==> config.mk <==
export PLATFORM = sky130hd
export DESIGN_NAME = positional_array_insert_delete_search
export DESIGN_NICKNAME = d
export VERILOG_FILES = /design/src/sv/pads_pkg.sv /design/src/sv/pads_cell.sv /design/src/sv/positional_array_insert_delete_search.sv
export SDC_FILE = /design/constraint.sdc
export NUM_CORES = 1
export LEC_CHECK = 0
export BUFFER_PORTS_ARGS = -buffer_cell sky130_fd_sc_hd__buf_2
export CAP_MARGIN = 10
export CELL_PAD_IN_SITES_DETAIL_PLACEMENT = 0
export CELL_PAD_IN_SITES_GLOBAL_PLACEMENT = 1
export CORE_UTILIZATION = 46
export DETAILED_ROUTE_END_ITERATION = 8
export PLACE_DENSITY = 0.75
export SLEW_MARGIN = 20
export SYNTH_ARGS = -nofsm -noshare
export SYNTH_HDL_FRONTEND = slang
export SYNTH_SLANG_ARGS = --single-unit
==> constraint.sdc <==
create_clock -name clk -period 6.2 [get_ports clk]
set_input_delay 0.31 -clock clk [delete_from_list [all_inputs] [get_ports clk]]
set_output_delay 0.31 -clock clk [all_outputs]
set_load 0.03 [all_outputs]
==> src/sv/pads_pkg.sv <==
// Shared types and codes for the positional insert/delete/search list.
package pads_pkg;

  localparam int KeyW = 32;
  localparam int PosW = 6;
  localparam int CmdW = 2;
  localparam int StatW = 2;
  localparam int CntOutW = 5;

  localparam logic [CmdW-1:0] CMD_INSERT = 2'd0;
  localparam logic [CmdW-1:0] CMD_DELETE = 2'd1;
  localparam logic [CmdW-1:0] CMD_SEARCH = 2'd2;

  localparam logic [StatW-1:0] ST_DONE    = 2'd0;
  localparam logic [StatW-1:0] ST_BAD_POS = 2'd1;
  localparam logic [StatW-1:0] ST_FULL    = 2'd2;

  // Broadcast from the controller to every cell of the row.
  typedef struct packed {
    logic            ins;
    logic            del;
    logic            srch;
    logic [PosW-1:0] pos_m1;
    logic [KeyW-1:0] key;
  } cell_ctl_t;

endpackage

==> src/sv/pads_cell.sv <==
// One list slot: holds an entry, shifts with its neighbors and compares with the key.
module pads_cell import pads_pkg::*; #(
  parameter int Idx = 0
) (
  input  logic            clk,
  input  cell_ctl_t       ctl,
  input  logic            live,
  input  logic [KeyW-1:0] prev_entry,
  input  logic [KeyW-1:0] next_entry,
  output logic [KeyW-1:0] entry,
  output logic            hit
);

  logic at_pos;
  logic past_pos;

  assign at_pos   = (Idx == int'(ctl.pos_m1));
  assign past_pos = (Idx > int'(ctl.pos_m1));

  always_ff @(posedge clk) begin
    if (ctl.ins) begin
      if (past_pos) begin
        entry <= prev_entry;
      end else if (at_pos) begin
        entry <= ctl.key;
      end
    end else if (ctl.del) begin
      if (past_pos || at_pos) begin
        entry <= next_entry;
      end
    end
  end

  // Only slots below the count take part in a search.
  always_ff @(posedge clk) begin
    hit <= ctl.srch && live && (entry == ctl.key);
  end

endmodule

==> src/sv/positional_array_insert_delete_search.sv <==
// Top level: controller and row of list cells.
// The result strobe (done) comes in the cycle after the command is taken.
// Throughput: one command per cycle; every cell shifts or compares in parallel
// and the search hits are OR-reduced in the result cycle.
// busy stays low. Reset empties the list (count to zero); entries are undefined.
// The receiver cannot stall: each result is on the ports for one cycle only.
module positional_array_insert_delete_search import pads_pkg::*; #(
  parameter int DEPTH = 16
) (
  input  logic               clk,
  input  logic               rst,
  input  logic               start,
  output logic               busy,
  input  logic [CmdW-1:0]    command,
  input  logic [PosW-1:0]    position,
  input  logic [KeyW-1:0]    key,
  output logic               done,
  output logic [StatW-1:0]   status,
  output logic               found,
  output logic [CntOutW-1:0] entry_count
);

  localparam int CW = $clog2(DEPTH + 1);
  localparam int PW = ((CW > PosW) ? CW : PosW) + 1;

  logic [CW-1:0]   count;
  logic [CW-1:0]   count_next;
  logic [StatW-1:0] status_next;
  logic            accept;
  logic            ins_ok;
  logic            del_ok;
  logic [PW-1:0]   pos_x;
  logic [PW-1:0]   cnt_x;
  cell_ctl_t       ctl;
  logic [KeyW-1:0] entries [DEPTH];
  logic [DEPTH-1:0] hits;
  logic [DEPTH-1:0] live;

  assign busy   = 1'b0;
  assign accept = start && !busy;
  assign pos_x  = PW'(position);
  assign cnt_x  = PW'(count);

  assign ins_ok = (count != CW'(DEPTH)) && (position != '0) && (pos_x <= cnt_x + PW'(1));
  assign del_ok = (position != '0) && (pos_x <= cnt_x);

  always_comb begin
    ctl.ins    = accept && (command == CMD_INSERT) && ins_ok;
    ctl.del    = accept && (command == CMD_DELETE) && del_ok;
    ctl.srch   = accept && (command == CMD_SEARCH);
    ctl.pos_m1 = position - PosW'(1);
    ctl.key    = key;
  end

  always_comb begin
    count_next  = count;
    status_next = ST_DONE;
    unique case (command)
      CMD_INSERT: begin
        if (count == CW'(DEPTH)) begin
          status_next = ST_FULL;
        end else if (!ins_ok) begin
          status_next = ST_BAD_POS;
        end else begin
          count_next = count + CW'(1);
        end
      end
      CMD_DELETE: begin
        if (!del_ok) begin
          status_next = ST_BAD_POS;
        end else begin
          count_next = count - CW'(1);
        end
      end
      default: begin
        status_next = ST_DONE;
      end
    endcase
  end

  always_ff @(posedge clk) begin
    if (rst) begin
      count <= '0;
      done  <= 1'b0;
    end else begin
      done <= accept;
      if (accept) begin
        count <= count_next;
      end
    end
  end

  always_ff @(posedge clk) begin
    if (accept) begin
      status <= status_next;
    end
  end

  for (genvar i = 0; i < DEPTH; i++) begin : g_cell
    logic [KeyW-1:0] prev_e;
    logic [KeyW-1:0] next_e;

    if (i == 0) begin : g_first
      assign prev_e = key;
    end else begin : g_mid_lo
      assign prev_e = entries[i-1];
    end
    if (i == DEPTH - 1) begin : g_last
      assign next_e = entries[i];
    end else begin : g_mid_hi
      assign next_e = entries[i+1];
    end

    assign live[i] = (CW'(i) < count);

    pads_cell #(
      .Idx(i)
    ) u_cell (
      .clk       (clk),
      .ctl       (ctl),
      .live      (live[i]),
      .prev_entry(prev_e),
      .next_entry(next_e),
      .entry     (entries[i]),
      .hit       (hits[i])
    );
  end

  assign found       = |hits;
  assign entry_count = CntOutW'(count);

endmodule

==> flow_metrics.py <==
metrics = {
    "logic_synthesis": {
        "yosysMostFrequentCell": "nand2_1",
        "yosysTopAreaCellShare": 0.464,
        "yosys_warnings": 0,
        "ys_top_cells_by_area": "edfxtp_1 46%, mux2i_1 11%, xor2_1 7.5%, nand2_1 6.6%, xnor2_1 6.2%",
        "ys_async_sr_fraction": 0,
        "ys_ff_latch": 536,
        "synth_top_flop_cell": "edfxtp_1",
        "syn_avg_cell_area_sq_um": 10.2,
        "synth_cell_types": 59,
        "synthAdderAreaFrac": 0.00715,
        "synth_top_area_cell": "edfxtp_1",
        "synthSimpleGateAreaFrac": 0.125,
        "synth-compound-area-share": 0.0904,
        "synth_nets": 3333,
        "synth_xor_area_frac": 0.137,
        "synth_area_sq_um": 33200,
        "synthCells": 3271,
        "synth_edf_count": 514,
        "synth.top_cells.by_count": "588 x nand2_1, 514 x edfxtp_1, 355 x mux2i_1",
        "synth_top_family_by_area": "XOR/XNOR gates",
        "ys_seq_area_frac": 0.478,
        "synth.area.mux_share": 0.118,
    },
    "setup_path": {
        "cp_top_family": "buffers and inverters",
        "rr_startpoint": "entry_count[2]",
        "path_class": "reg -> reg",
        "path_buf_inv": 2,
        "slowest_delay_ns": 0.90,
        "critical_path.endpoint_type": "flop",
        "r2r_slack_ns": 1.81,
        "cp_max_fo": 96,
        "ff2ff_path_depth": 11,
        "crit_slowest_cell": "buf_4",
        "reg2reg_to": "g_cell[8].u_cell.entry[16]",
        "path_cells": "nand2_1 -> nor2_1 -> nand3_1 -> ha_1 -> nand3_1 -> nor2_1 -> nor2_1 -> a311oi_4 -> buf_4 -> buf_4 -> a31oi_1",
        "arrival_ns": 4.72,
        "required_ns": 6.52,
        "crit_top_cell": "nor2_1",
        "worstSetupStartpointType": "flop",
    },
    "drt": {
        "firstDrtPassIters": 5,
        "routed_via_density": 6.11,
        "drtIter0Drc": 3168,
        "vias": 25325,
        "drc_errors": 0,
        "wire_per_inst_um": 27.7,
        "ant_nets": 0,
        "drt_wl_total_um": 115000,
    },
    "pwr": {
        "irDropWorstVdd_uv": 193,
        "combPwrFrac": 0.112,
        "power_leakage_nw": 13.6,
        "swShare": 0.259,
        "p_per_area_nw_per_um2": 234,
        "switching_power_w": 0.00218,
        "p_seq_frac": 0.474,
        "p_int_w": 0.00623,
        "p_clk_frac": 0.414,
    },
    "placement": {
        "gp_congestion": 0.911,
        "dp_slack_ns": 1.87,
        "port_buffers": 51,
        "hpwl_um": 79700,
    },
    "timing": {
        "worst_pin_slew_ns": 1.13,
        "fin_crit_ns": 4.39,
        "skew_ns": 0.0176,
        "maxSlewHeadroom": 0.246,
        "setup_slack_ns": 1.81,
        "finalSetupViolations": 0,
        "period_share": 0.709,
        "hold_violations": 0,
        "finalMaxSlewViolations": 0,
        "rsz0062_at_grt": "no",
        "clock.fmax_mhz": 228,
        "setup_tns_ns": 0,
    },
    "global_route": {
        "grt_max_degree": 239,
        "antenna_found_initial": 0,
        "grt_pass1_vias": 25022,
        "grt_use_total": 0.308,
        "grt_pass1_wl_um": 168000,
        "globalRoute.totalOverflow": 0,
    },
    "clock_network": {
        "cts_tree": "yes",
        "postCtsSetupRepairBufs": 0,
        "ctsResizeCount": 0,
        "h-tree-depth": 2,
        "clkTransAtPathRegs_ns": 0.06,
        "cts_hold_buf": 3,
        "insertion_delay_ns": 0.64,
        "cts_sinks": 536,
        "cts_root_buf": "clkbuf_16",
        "numCtsBuffers": 60,
        "clockBufferDepth": 3,
    },
    "min_path": {
        "min-delay-start": "command[1]",
        "whs_endpoint": "status[1]",
        "whs_path_depth": 2,
        "hold_path.class": "in -> reg",
    },
    "die": {
        "dieWidth_um": 271,
        "die_h_um": 271,
        "core_sq_um": 71500,
        "rows": 98,
        "io_pins": 53,
        "fp.dieArea_sq_um": 73300,
        "start_util": 0.465,
    },
    "finish": {
        "drive_above_1_share": 0.0868,
        "fin_nets": 3214,
        "diodes": 0,
        "areaGrowthSynthToFinish_pct": 7.95,
    },
    "run_status": {
        "outcome": "completed",
    },
    "job": {
        "drv_cap": 0,
    },
}
[state kept, by name, summed over array words and instances (netlist names)]
name and cells:
done 1, g_cell.u_cell.entry 512, status 2, entry_count 5, g_cell.u_cell.hit 16
[area by class of cell]
type	instances	area [sq um]
multi-input cells	2414	16000
clock inverters	29	209
inverters	12	45.0
well taps	950	1190
repair buffers	128	918
fillers	6541	35600
clock buffers	74	1620
flip-flops and latches	536	15900
[cells by family after synthesis]
group,count (synthesis)
flip-flops,536
AND/OR/NAND/NOR,945
XOR/XNOR,518
other,1
adder cells (fa/ha/maj),19
multiplexers,389
AO/OA/AOI/OAI,542
buffers and inverters,321
[worst max-delay path by stage]
stage	slack, ns	to	startpoint	cells after the start
final	1.81	g_cell[8].u_cell.entry[16]	entry_count[2]	11
after global routing	1.51	g_cell[8].u_cell.entry[30]	entry_count[2]	11
after CTS	1.85	g_cell[8].u_cell.entry[16]	entry_count[2]	11
after detailed placement	1.87	g_cell[8].u_cell.entry[16]	entry_count[2]	11
after global placement	2.01	g_cell[1].u_cell.entry[31]	position[0]	11
after floorplan	0.12	g_cell[1].u_cell.entry[0]	entry_count[2]	11
[placed cells by master, fill, tap and decap left out, types with 14 or more instances in the layout]
master / netlist / layout
clkinv_2: 0 / 14
a31oi_1: 37 / 37
nand3_1: 49 / 49
buf_4: 34 / 69
dfxtp_1: 22 / 22
mux2i_1: 355 / 355
xor2_1: 283 / 283
o211ai_1: 31 / 31
mux2_2: 33 / 33
nor2_1: 93 / 89
o21ai_0: 110 / 110
buf_2: 100 / 51
nand4_1: 75 / 75
nand2_1: 588 / 586
xnor2_1: 235 / 235
a21oi_1: 81 / 80
edfxtp_1: 514 / 514
nor3_1: 30 / 25
o21ai_1: 251 / 250
nor4_1: 83 / 82
clkbuf_16: 0 / 61
ha_1: 19 / 19
[power groups by stage]
stage	combinational, W	clock, W	sequential (W)
final	0.000944	0.00348	0.00399
after global routing	0.000999	0.00362	0.00399
after CTS	0.000929	0.00349	0.00399
after detailed placement	0.000924	0	0.00406
after global placement	0.000913	0	0.00406
after floorplan	0.000671	0	0.00406
[per-layer routing]
metal | vias to the layer above | track usage | part of all wire
li1 | 11334 | - | -
met5 | - | 0 | 0
met3 | 261 | 0.0431 | 0.071
met1 | 12572 | 0.401 | 0.41
met2 | 1158 | 0.507 | 0.48
met4 | 0 | 0.139 | 0.048
[through the flow]
stage / utilization / instances / hold slack [ns] / cell area, sq um / power (W)
2_1_floorplan: - / 3271 / 0.422 / 33200 / 0.00473
3_3_place_gp: 0.475 / 4035 / 0.564 / 34000 / 0.00498
3_5_place_dp: 0.476 / 4036 / 0.567 / 34000 / 0.00499
4_1_cts: 0.501 / 4142 / 0.0161 / 35800 / 0.00841
5_1_grt: 0.502 / 4143 / 0.0529 / 35900 / 0.00860
6_report: 0.502 / 4143 / 0.0426 / 35900 / 0.00841
No activity file was read; power rests on OpenSTA's default activity.
